### config.mk
export PLATFORM = sky130hd
export DESIGN_NAME = ttwd_gather
export DESIGN_NICKNAME = d
export VERILOG_FILES = /design/src/design/ttwd_pkg.sv /design/src/design/ttwd_field_shift.sv /design/src/design/ttwd_gather.sv
export SDC_FILE = /design/constraint.sdc
export NUM_CORES = 2
export LEC_CHECK = 0
export BUFFER_PORTS_ARGS = -buffer_cell sky130_fd_sc_hd__buf_2
export CORE_MARGIN = 2
export CORE_UTILIZATION = 35
export DETAILED_ROUTE_END_ITERATION = 16
export PLACE_DENSITY_LB_ADDON = 0.12
export SLEW_MARGIN = 10
export SYNTH_ARGS = -nofsm -noshare
export SYNTH_HDL_FRONTEND = slang
export SYNTH_SLANG_ARGS = --single-unit
### constraint.sdc
create_clock -name clk -period 12.5 [get_ports clk]
set_input_delay 2.5 -clock clk [delete_from_list [all_inputs] [get_ports clk]]
set_output_delay 2.5 -clock clk [all_outputs]
set_load 0.01 [all_outputs]
### src/design/ttwd_pkg.sv
// Package for the trellis tile weight decoder.
// Holds tile sizes, opcodes, register indexes, bank mask table, hash constants,
// the structs passed between modules and the segment mask function. No dependencies.
package ttwd_pkg;

  localparam int CODES_PER_TILE    = 128;
  localparam int MAX_PAYLOAD_WORDS = 64;

  localparam int CODE_W = $clog2(CODES_PER_TILE);
  localparam int PW_AW  = $clog2(MAX_PAYLOAD_WORDS);
  localparam int PROD_W = CODE_W + 3;
  localparam int WIDX_W = 8;

  typedef enum logic [1:0] {
    OP_LEVEL   = 2'd0,
    OP_PAYLOAD = 2'd1,
    OP_BANK    = 2'd2,
    OP_DECODE  = 2'd3
  } opcode_t;

  localparam logic [1:0] CFG_TBITS = 2'd0;
  localparam logic [1:0] CFG_FMT   = 2'd1;
  localparam logic [1:0] CFG_ALT   = 2'd2;

  localparam logic [1:0] FMT_ONE      = 2'd0;
  localparam logic [1:0] FMT_FOUR     = 2'd1;
  localparam logic [1:0] FMT_EIGHT    = 2'd2;
  localparam logic [1:0] FMT_RESERVED = 2'd3;

  localparam logic [4:0] E_MIN      = 5'd2;
  localparam logic [4:0] E_MAX      = 5'd16;
  localparam logic [4:0] E_MASK_MAX = 5'd7;
  localparam logic [5:0] WIN_BITS   = 6'd16;

  localparam logic [15:0] HASH_MUL = 16'd40503;
  localparam logic [15:0] HASH_ADD = 16'd17011;

  localparam logic [15:0] BANK_MASKS [6][4] = '{
    '{16'h0000, 16'hA5A5, 16'h5A5A, 16'h3C3C},
    '{16'h0000, 16'hA5A5, 16'h9696, 16'h6969},
    '{16'h0000, 16'h5A5A, 16'h3C3C, 16'hC3C3},
    '{16'h0000, 16'h9696, 16'h3C3C, 16'hC3C3},
    '{16'h0000, 16'h6969, 16'h5A5A, 16'h3C3C},
    '{16'h0000, 16'hC3C3, 16'h9696, 16'h5A5A}
  };

  typedef struct packed {
    logic              start;
    logic [CODE_W-1:0] step;
    logic [4:0]        e;
  } gather_req_t;

  typedef struct packed {
    logic             en;
    logic [PW_AW-1:0] addr;
    logic [31:0]      data;
  } pay_wr_t;

  typedef struct packed {
    logic        start;
    logic [15:0] window;
    logic [15:0] mask;
  } lk_req_t;

  typedef struct packed {
    logic        en;
    logic [7:0]  addr;
    logic [15:0] data;
  } lvl_wr_t;

  typedef struct packed {
    logic        valid;
    logic [15:0] first;
    logic [15:0] second;
  } lk_res_t;

  // Bank mask of the segment that holds the given step. The segment index is
  // found by comparing step*segments against multiples of the tile length.
  function automatic logic [15:0] seg_mask(
    input logic [CODE_W-1:0] step,
    input logic [4:0]        e,
    input logic [1:0]        fmt,
    input logic [1:0]        alt,
    input logic [7:0]        bank
  );
    logic [1:0]        f;
    logic [3:0]        nseg;
    logic [PROD_W-1:0] prod;
    logic [2:0]        seg;
    logic [1:0]        sel;
    logic [1:0]        col;
    logic [15:0]       res;
    f = (fmt == FMT_RESERVED) ? FMT_ONE : fmt;
    if (f == FMT_EIGHT) begin
      nseg = 4'd8;
      prod = {step, 3'b000};
    end else if (f == FMT_FOUR) begin
      nseg = 4'd4;
      prod = {1'b0, step, 2'b00};
    end else begin
      nseg = 4'd1;
      prod = {3'b000, step};
    end
    seg = 3'd0;
    for (int g = 1; g < 8; g++) begin
      if (g < int'(nseg) && prod >= PROD_W'(g * CODES_PER_TILE)) seg = seg + 3'd1;
    end
    if (f == FMT_EIGHT) begin
      sel = {1'b0, bank[seg]};
      col = alt;
    end else begin
      sel = 2'(bank >> {seg[1:0], 1'b0});
      col = sel;
    end
    if (sel == 2'd0 || e < E_MIN || e > E_MASK_MAX) res = 16'h0000;
    else res = BANK_MASKS[3'(e - E_MIN)][col];
    return res;
  endfunction

endpackage

### src/design/ttwd_field_shift.sv
// Shared shift unit of the gather sequencer: extracts one bit-plane field from
// a payload word and places it in the 16-bit window. Depends on ttwd_pkg.
module ttwd_field_shift
  import ttwd_pkg::*;
(
  input  logic [31:0] word,
  input  logic [4:0]  shift,
  input  logic [2:0]  lw,
  input  logic [4:0]  pos,
  input  logic        zero,
  output logic [15:0] contrib
);

  logic [31:0] shifted;
  logic [4:0]  w;
  logic [16:0] mask17;
  logic [15:0] field;
  logic [31:0] placed;

  always_comb begin
    shifted = word >> shift;
    w       = 5'd1 << lw;
    mask17  = (17'd1 << w) - 17'd1;
    field   = shifted[15:0] & mask17[15:0];
    placed  = {16'h0000, field} << pos;
    contrib = zero ? 16'h0000 : placed[15:0];
  end

endmodule

### src/design/ttwd_gather.sv
// Gather sequencer: holds the planar payload memory and walks the codes and
// bit planes of the window, one payload read per cycle. Depends on ttwd_pkg
// and ttwd_field_shift.
module ttwd_gather
  import ttwd_pkg::*;
(
  input  logic        clk,
  input  logic        rst,
  input  gather_req_t req,
  input  pay_wr_t     wr,
  output logic        done,
  output logic [15:0] window
);

  typedef enum logic [3:0] {
    G_IDLE  = 4'b0001,
    G_RUN   = 4'b0010,
    G_DRAIN = 4'b0100,
    G_FIN   = 4'b1000
  } gstate_t;

  gstate_t state;

  logic [31:0] pay_mem [MAX_PAYLOAD_WORDS];
  logic [31:0] rd_word;

  logic [CODE_W-1:0] c;
  logic [4:0]        rem;
  logic [4:0]        o;
  logic [4:0]        cb;
  logic [4:0]        e_reg;
  logic [15:0]       win;

  logic        pend_valid;
  logic [4:0]  pend_kw;
  logic [2:0]  pend_lw;
  logic [4:0]  pend_pos;
  logic        pend_zero;

  logic [2:0]        lw;
  logic [4:0]        w;
  logic [4:0]        jj;
  logic [2:0]        pwsh;
  logic [4:0]        pw;
  logic [4:0]        k;
  logic [4:0]        kw;
  logic [WIDX_W-1:0] block;
  logic [WIDX_W-1:0] base;
  logic [WIDX_W-1:0] widx;
  logic              in_range;
  logic [PW_AW-1:0]  rd_addr;
  logic [4:0]        pos;
  logic [4:0]        rem_left;
  logic [5:0]        cb_sum;
  logic [CODE_W-1:0] c_prev;
  logic [15:0]       contrib;

  // Plane width is the largest power of two not above the bits still to fetch.
  always_comb begin
    if (rem[4])      lw = 3'd4;
    else if (rem[3]) lw = 3'd3;
    else if (rem[2]) lw = 3'd2;
    else if (rem[1]) lw = 3'd1;
    else             lw = 3'd0;
    w        = 5'd1 << lw;
    jj       = c[4:0];
    pwsh     = 3'd5 - lw;
    pw       = jj >> pwsh;
    k        = jj & ~(5'h1F << pwsh);
    kw       = k << lw;
    block    = WIDX_W'(c >> 5);
    base     = WIDX_W'(block * e_reg);
    widx     = base + WIDX_W'(o) + WIDX_W'(pw);
    in_range = widx < WIDX_W'(MAX_PAYLOAD_WORDS);
    rd_addr  = widx[PW_AW-1:0];
    pos      = cb + o;
    rem_left = rem - w;
    cb_sum   = {1'b0, cb} + {1'b0, e_reg};
    c_prev   = (c == '0) ? CODE_W'(CODES_PER_TILE - 1) : c - CODE_W'(1);
  end

  ttwd_field_shift u_shift (
    .word    (rd_word),
    .shift   (pend_kw),
    .lw      (pend_lw),
    .pos     (pend_pos),
    .zero    (pend_zero),
    .contrib (contrib)
  );

  always_ff @(posedge clk) begin
    if (wr.en) pay_mem[wr.addr] <= wr.data;
    rd_word <= pay_mem[rd_addr];
  end

  always_ff @(posedge clk) begin
    if (rst) begin
      state      <= G_IDLE;
      pend_valid <= 1'b0;
    end else begin
      pend_valid <= (state == G_RUN);
      pend_kw    <= kw;
      pend_lw    <= lw;
      pend_pos   <= pos;
      pend_zero  <= !in_range;
      if (pend_valid) win <= win | contrib;
      unique case (state)
        G_IDLE: begin
          if (req.start) begin
            c     <= req.step;
            rem   <= req.e;
            o     <= 5'd0;
            cb    <= 5'd0;
            e_reg <= req.e;
            win   <= 16'h0000;
            state <= G_RUN;
          end
        end
        G_RUN: begin
          if (rem_left == 5'd0) begin
            if (cb_sum >= WIN_BITS) begin
              state <= G_DRAIN;
            end else begin
              c   <= c_prev;
              rem <= e_reg;
              o   <= 5'd0;
              cb  <= cb_sum[4:0];
            end
          end else begin
            rem <= rem_left;
            o   <= o + w;
          end
        end
        G_DRAIN: state <= G_FIN;
        G_FIN:   state <= G_IDLE;
        default: state <= G_IDLE;
      endcase
    end
  end

  assign done   = (state == G_FIN);
  assign window = win;

endmodule

## After elaboration in Yosys (flattened, before gate mapping)

Memory sizes are Yosys's and may differ from the RTL's. A register that Yosys moved wholly into a read port is not among the register bits.
Cells that the tools add are included.

| operators by class | value |
|---|---|
| add/subtract/negate cells | 9 |
| $mul | 1 |
| magnitude comparators | 2 |
| equal/unequal tests | 9 |
| shift-type cells | 8 |
| multiplexer cells | 30 |
| bitwise logic cells | 5 |
| reduce and logical (&&, ||, !) cells | 8 |

Operators with widths:

| kind | count |
|---|---|
| two-way mux 16 bit | 4 |
| two-way mux 5 bit | 8 |
| >> shifter 32 x 5 -> 16 bit | 1 |
| case mux 5 bit (2 select lines) | 3 |
| two-way mux 7 bit | 4 |
| bitwise AND 16 bit | 1 |
| OR 16 bit | 1 |
| << shifter 1 x 5 -> 16 bit (first input constant) | 1 |
| << shifter 16 x 5 -> 16 bit | 1 |
| subtractor 16 x 1 -> 16 bit (second input constant) | 1 |
| case mux 7 bit (2 select lines) | 1 |
| two-way mux 4 bit | 3 |
| case mux 4 bit (3 select lines) | 1 |
| adder 5 bit | 2 |
| << shifter 1 x 3 -> 5 bit (first input constant) | 2 |
| adder 7 x 5 -> 8 bit | 1 |
| adder 8 x 5 -> 8 bit | 1 |
| < comparator 8 x 7 -> 1 bit (second input constant) | 1 |
| logical NOT 7 bit | 1 |
| multiplier 2 x 5 -> 7 bit | 1 |
| subtractor 7 x 1 -> 7 bit (second input constant) | 1 |
| adder 5 x 5 -> 6 bit | 1 |
| greater-or-equal comparator 6 x 5 -> 1 bit (second input constant) | 1 |
| AND reduction 3 bit | 2 |
| 23 further kinds | 28 |

| word-level totals | value |
|---|---|
| register bits | 62 |
| memory bits (writable) | 2048 |
| input bits | 54 |
| output and inout bits | 17 |
| logic and storage cells | 85 |
| memories kept | 1 |

Memory list:

| name | depth | bits a word | rd ports | clocked after Yosys merged registers in | wr ports | line | source |
|---|---|---|---|---|---|---|---|
| pay_mem | 64 | 32 | 1 | 1 | 1 | ttwd_gather.sv:24 | `logic [31:0] pay_mem [MAX_PAYLOAD_WORDS];` |

## Depth between registers and ports, before layout

| logic depth | value |
|---|---|
| depth in word-level cells | 10 |
| depth in mapped cells | 18 |
| depth with buffers taken out | 16 |

## Modules after synthesis

Synthesis repeated with hierarchy kept, for this count alone.

| second synthesis, totals | value |
|---|---|
| cell total of the unflattened synthesis | 4304 |
| area total of the unflattened synthesis | 86322.8 um2 |

By module, submodules not included:

| module | times used | cells each | area an instance (um2) | sequential area each (um2) |
|---|---|---|---|---|
| ttwd_gather | 1 | 3930 | 83050.9 | 63951.3 |
| ttwd_field_shift | 1 | 374 | 3271.9 | 0.0 |

## Worst setup path before layout

Ideal clock, no wire load.

| timing | value |
|---|---|
| path type | in2reg |
| start | input port wr[35] (netlist bit) |
| end | memory pay_mem[48][0] (enable) |
| setup time | 0.461 ns |
| arrival | 5.199 ns |
| required time | 12.039 ns |
| setup slack | 6.840 ns |
| stages | 4 |
| path buffers | 1 |
| path through | clkbuf_1 -> nor2b_1 -> nand4b_1 -> nor3_1 |

RTL lines:

| what | line | source |
|---|---|---|
| from (decl) | ttwd_gather.sv:10 | `input pay_wr_t wr,` |
| to (decl) | ttwd_gather.sv:24 |  |

No word-level cell before the write port.

## Final worst setup path

| timing | value |
|---|---|
| start | register rem[4] |
| end | register rd_word[1], read port of pay_mem |

| on the way | value |
|---|---|
| word-level cells in the longest chain between the ends | 4 |

RTL lines:

| what | line | source |
|---|---|---|
| from (decl) | ttwd_gather.sv:28 | `logic [4:0] rem;` |
| from (signal assigned) | ttwd_gather.sv:111 | `rem <= req.e;` |
| from (signal assigned) | ttwd_gather.sv:125 | `rem <= e_reg;` |
| from (signal assigned) | ttwd_gather.sv:130 | `rem <= rem_left;` |
| two-way mux 3 bit | ttwd_gather.sv:60 | `if (rem[4]) lw = 3'd4;` |
| named net lw[0] | ttwd_gather.sv:40 | `logic [2:0] lw;` |
| subtractor 3 bit | ttwd_gather.sv:67 | `pwsh = 3'd5 - lw;` |
| >> shifter 5 x 3 -> 5 bit | ttwd_gather.sv:68 | `pw = jj >> pwsh;` |
| adder 8 x 5 -> 8 bit | ttwd_gather.sv:73 | `widx = base + WIDX_W'(o) + WIDX_W'(pw);` |
| to (decl) | ttwd_gather.sv:25 | `logic [31:0] rd_word;` |

The timed path passes the listed nets, and every way through them passes these cells.
A chain may end at the register's enable or synchronous reset.

==> flow_summary_export.csv <==
group,metric,value,unit
global_routing,track_usage,19.57,%
synth,synthFlopType,"edfxtp_1",
finish,register_area,63950,µm²
global_routing,antenna_found_initial,28,
placed_design,dpl_worst_slack,5.922,ns
cts,clock_latency,0.86,ns
timing,min_period_over_period,51.85,%
routing,drc,0,
die,die_y,497.2,µm
finish,syn_to_final_growth,14.49,%
job,cap_violations,0,
cts,ctsResizeCount,0,
synth,ys_warn_count,0,
global_routing,grt_pass1_vias,41880,
timing,finalCriticalPeriod,6.482,ns
routing,first_pass_iters,6,
worst_hold_path,hold_depth,1,
placed_design,place.gp.congestion,0.8001,
cts,holdBufCountCts,0,
critical_path,startpoint_type,"flip-flop",
cts,path_clk_slew,0.06,ns
synth,synth_fp_nets,3891,
worst_hold_path,min_from,"window[8]$_DFFE_PN_",
cts,numCtsBuffers,225,
timing,setup_viol,0,
power_and_ir_drop,p_per_area,193.2,nW/µm²
cts,tritoncts,"done",
critical_path,rr_endpoint,"rd_word[1]$_DFF_P_",
finish,layout.nets,4118,
power_and_ir_drop,power.switching,0.005452,W
timing,holdWs,0.5657,ns
power_and_ir_drop,pwr-share-clk,34.4,%
timing,hold_viol_final,0,
cts,root_buffer,"clkbuf_16",
synth,synthTopCellsByCount,"2,105 x edfxtp_1, 672 x mux4_2, 145 x clkbuf_1",
finish,multi_input_area,20700,µm²
die,start_util,35.10,%
finish,largest_reg_flops,2048,
timing,finClkSkew,0.02712,ns
routing,ant_nets,0,
placed_design,port_buffers,70,
finish,final_util,40.18,%
synth,yosysTopAreaCell,"edfxtp_1",
synth,netlist_top_cells_area,"edfxtp_1 74%, mux4_2 18%, dfxtp_1 0.87%, mux2i_1 0.81%, clkbuf_1 0.64%",
cts,clockBufferDepth,3,
synth,ys_ff_latch,2142,
critical_path,cp.arrival,7.19,ns
synth,yosysUniqueCellTypes,76,
finish,drive_gt1_share,31.08,%
routing,vias,40930,
power_and_ir_drop,seqPwrFrac,43.8,%
routing,wirelength,243800,µm
placed_design,placed_area,90350,µm²
synth,yosysTopAreaCellShare,74.26,%
critical_path,critPathMaxFanout,37,
synth,synth-seq-area-share,75.13,%
power_and_ir_drop,internal-power,0.01338,W
timing,rsz0062_at_grt,"false",
critical_path,critical_path_class,"flip-flop to flip-flop",
die,floorplan.die_area,247200,µm²
critical_path,worst_ep_required_time,13.21,ns
timing,fin_ws,6.019,ns
worst_hold_path,hold_end,"window[8]$_DFFE_PN_",
timing,tightestPinTransition,1.226,ns
critical_path,r2r-start,"rem[4]$_DFFE_PP_",
die,core-area,242500,µm²
critical_path,end_kind,"flip-flop",
finish,top_register,"pay_mem",
routing,via_per_inst,5.510,
power_and_ir_drop,p_leak,30.20,nW
finish,filler_cell_count,21280,
synth,async_reset_ff_share,0,%
routing,first_iter_violations,4490,
critical_path,rr_worst_depth,17,
power_and_ir_drop,pwr-share-comb,21.9,%
worst_hold_path,hold_class,"flip-flop to flip-flop",
global_routing,grt_overflow,0,
timing,finalSetupTns,0,ns
synth,synth_edf_count,2105,
placed_design,dp_hpwl,129600,µm
critical_path,rrSetupSlack,6.02,ns
synth,synth_area_per_cell,22.42,µm²
timing,slew_headroom,18.26,%
cts,htreeDepth,4,
cts,cts_sinks,2142,
timing,slew_violations,0,
status,status,"finished clean",
power_and_ir_drop,max-vdd-ir-drop,0.1579,mV
timing,max_freq,154.3,MHz
power_and_ir_drop,switching_share,28.95,%
global_routing,grt_first_pass_wirelength,338800,µm
die,rows,181,
synth,syn_area,85120,µm²
finish,fin_area,97460,µm²
routing,routedWlPerCell,32.83,µm
global_routing,grt_max_degree,115,
cts,post_cts_buffers,0,
die,die_x,497.2,µm
synth,synth.most_common_cell,"edfxtp_1",
synth,syn_inst,3797,
die,ios,71,
==> routing by layer <==
layer,vias up,part of all wire [%],global-route usage (%)
met2,1266,47,30.95
met5,-,0.0053,0
met3,294,5.1,2.513
met4,2,2.6,5.552
met1,22690,45,28.50
li1,16680,-,-
==> logic make-up (layout without fill, tap and decap cells) <==
| kind of cell | after synthesis | in the layout | synth area share [%] |
|---|---|---|---|
| DFF | 2142 | 2142 | 75.13 |
| muxes | 759 | 759 | 18.86 |
| and+or+nand+nor | 329 | 329 | 1.901 |
| buffers and inverters | 261 | 679 | 1.227 |
| AOI/OAI and AO/OA | 244 | 244 | 1.958 |
| adders and majority gates | 40 | 40 | 0.7026 |
| xor gates and xnor gates | 21 | 21 | 0.2161 |
| other | 1 | 12 | 0.004405 |
==> power groups by stage <==
stage          Sequential (W)  Combinational (W)  Clock [W]
3_3_place_gp          0.00839            0.00419          0
2_1_floorplan         0.00822            0.00244          0
4_1_cts               0.00824            0.00422    0.00662
3_5_place_dp          0.00839            0.00422          0
5_1_grt               0.00824            0.00434    0.00690
6_report              0.00824            0.00412    0.00647
==> how the worst max path moves through the flow <==
| stage | startpoint | endpoint | slack [ns] | depth (start not counted) |
|---|---|---|---|---|
| global route | rem[4]$_DFFE_PP_ | rd_word[12]$_DFF_P_ | 5.44 | 14 |
| floorplan | wr[35] | pay_mem[48][0]$_DFFE_PP_ | 6.84 | 4 |
| CTS | rem[4]$_DFFE_PP_ | rd_word[1]$_DFF_P_ | 5.89 | 17 |
| detailed placement | rem[4]$_DFFE_PP_ | rd_word[1]$_DFF_P_ | 5.92 | 17 |
| global placement | rem[4]$_DFFE_PP_ | rd_word[26]$_DFF_P_ | 5.34 | 13 |
| finish | rem[4]$_DFFE_PP_ | rd_word[1]$_DFF_P_ | 6.02 | 17 |
==> through the flow <==
step	std cells	total power [W]
floorplan	3797	0.01066
global placement	6995	0.01258
detailed placement	6999	0.01261
CTS	7417	0.01909
global route	7421	0.01949
finish	7428	0.01883
==> cell type report <==
| cell class | instances | share of cell area (%) |
|---|---|---|
| diodes | 11 | 0.02824 |
| clock buffers | 286 | 6.126 |
| clock inverters | 132 | 1.146 |
| inverters | 46 | 0.1772 |
| multi-input cells | 1394 | 21.24 |
| flip-flops and latches | 2142 | 65.62 |
| well taps | 3202 | 4.111 |
| repair buffers | 215 | 1.553 |
==> cells in the final DEF (no fill, tap or decap), types with 9 or more instances in the layout <==
cell,synthesis,routed
mux2_2,16,16
clkinv_2,0,43
mux4_2,672,672
nand2b_1,9,9
o21ai_0,25,25
buf_2,13,70
nand2_1,49,49
clkinvlp_4,0,10
edfxtp_1,2105,2105
bufinv_16,0,15
nor2b_1,52,52
nor2_4,0,62
clkinv_1,2,51
clkbuf_1,145,51
fa_1,13,12
a31oi_1,15,15
buf_4,1,139
dfxtp_1,37,37
diode_2,0,11
mux2i_1,69,69
clkbuf_8,0,9
and2_1,9,9
nor2_1,123,61
a21o_1,11,11
nand3_1,11,11
ha_1,27,25
a211oi_1,43,38
inv_1,44,44
a21oi_1,69,69
nor3_1,27,25
clkbuf_16,0,226
xnor2_1,14,12
==> critical path: stages (launching register included) <==
cell and delay, ns:
edfxtp_1 0.78, nor2_1 0.23, mux2i_1 0.18, nor3_1 0.15, a21oi_1 0.09, fa_1 0.58
inv_1 0.06, ha_4 0.16, a21o_1 0.17, a21oi_1 0.25, xnor2_2 0.14, buf_4 0.55
buf_4 0.77, buf_4 0.67, mux4_2 0.41, nor2b_1 0.19, a211oi_1 0.79, a21oi_1 0.07
No activity file was read; power rests on OpenSTA's default activity.
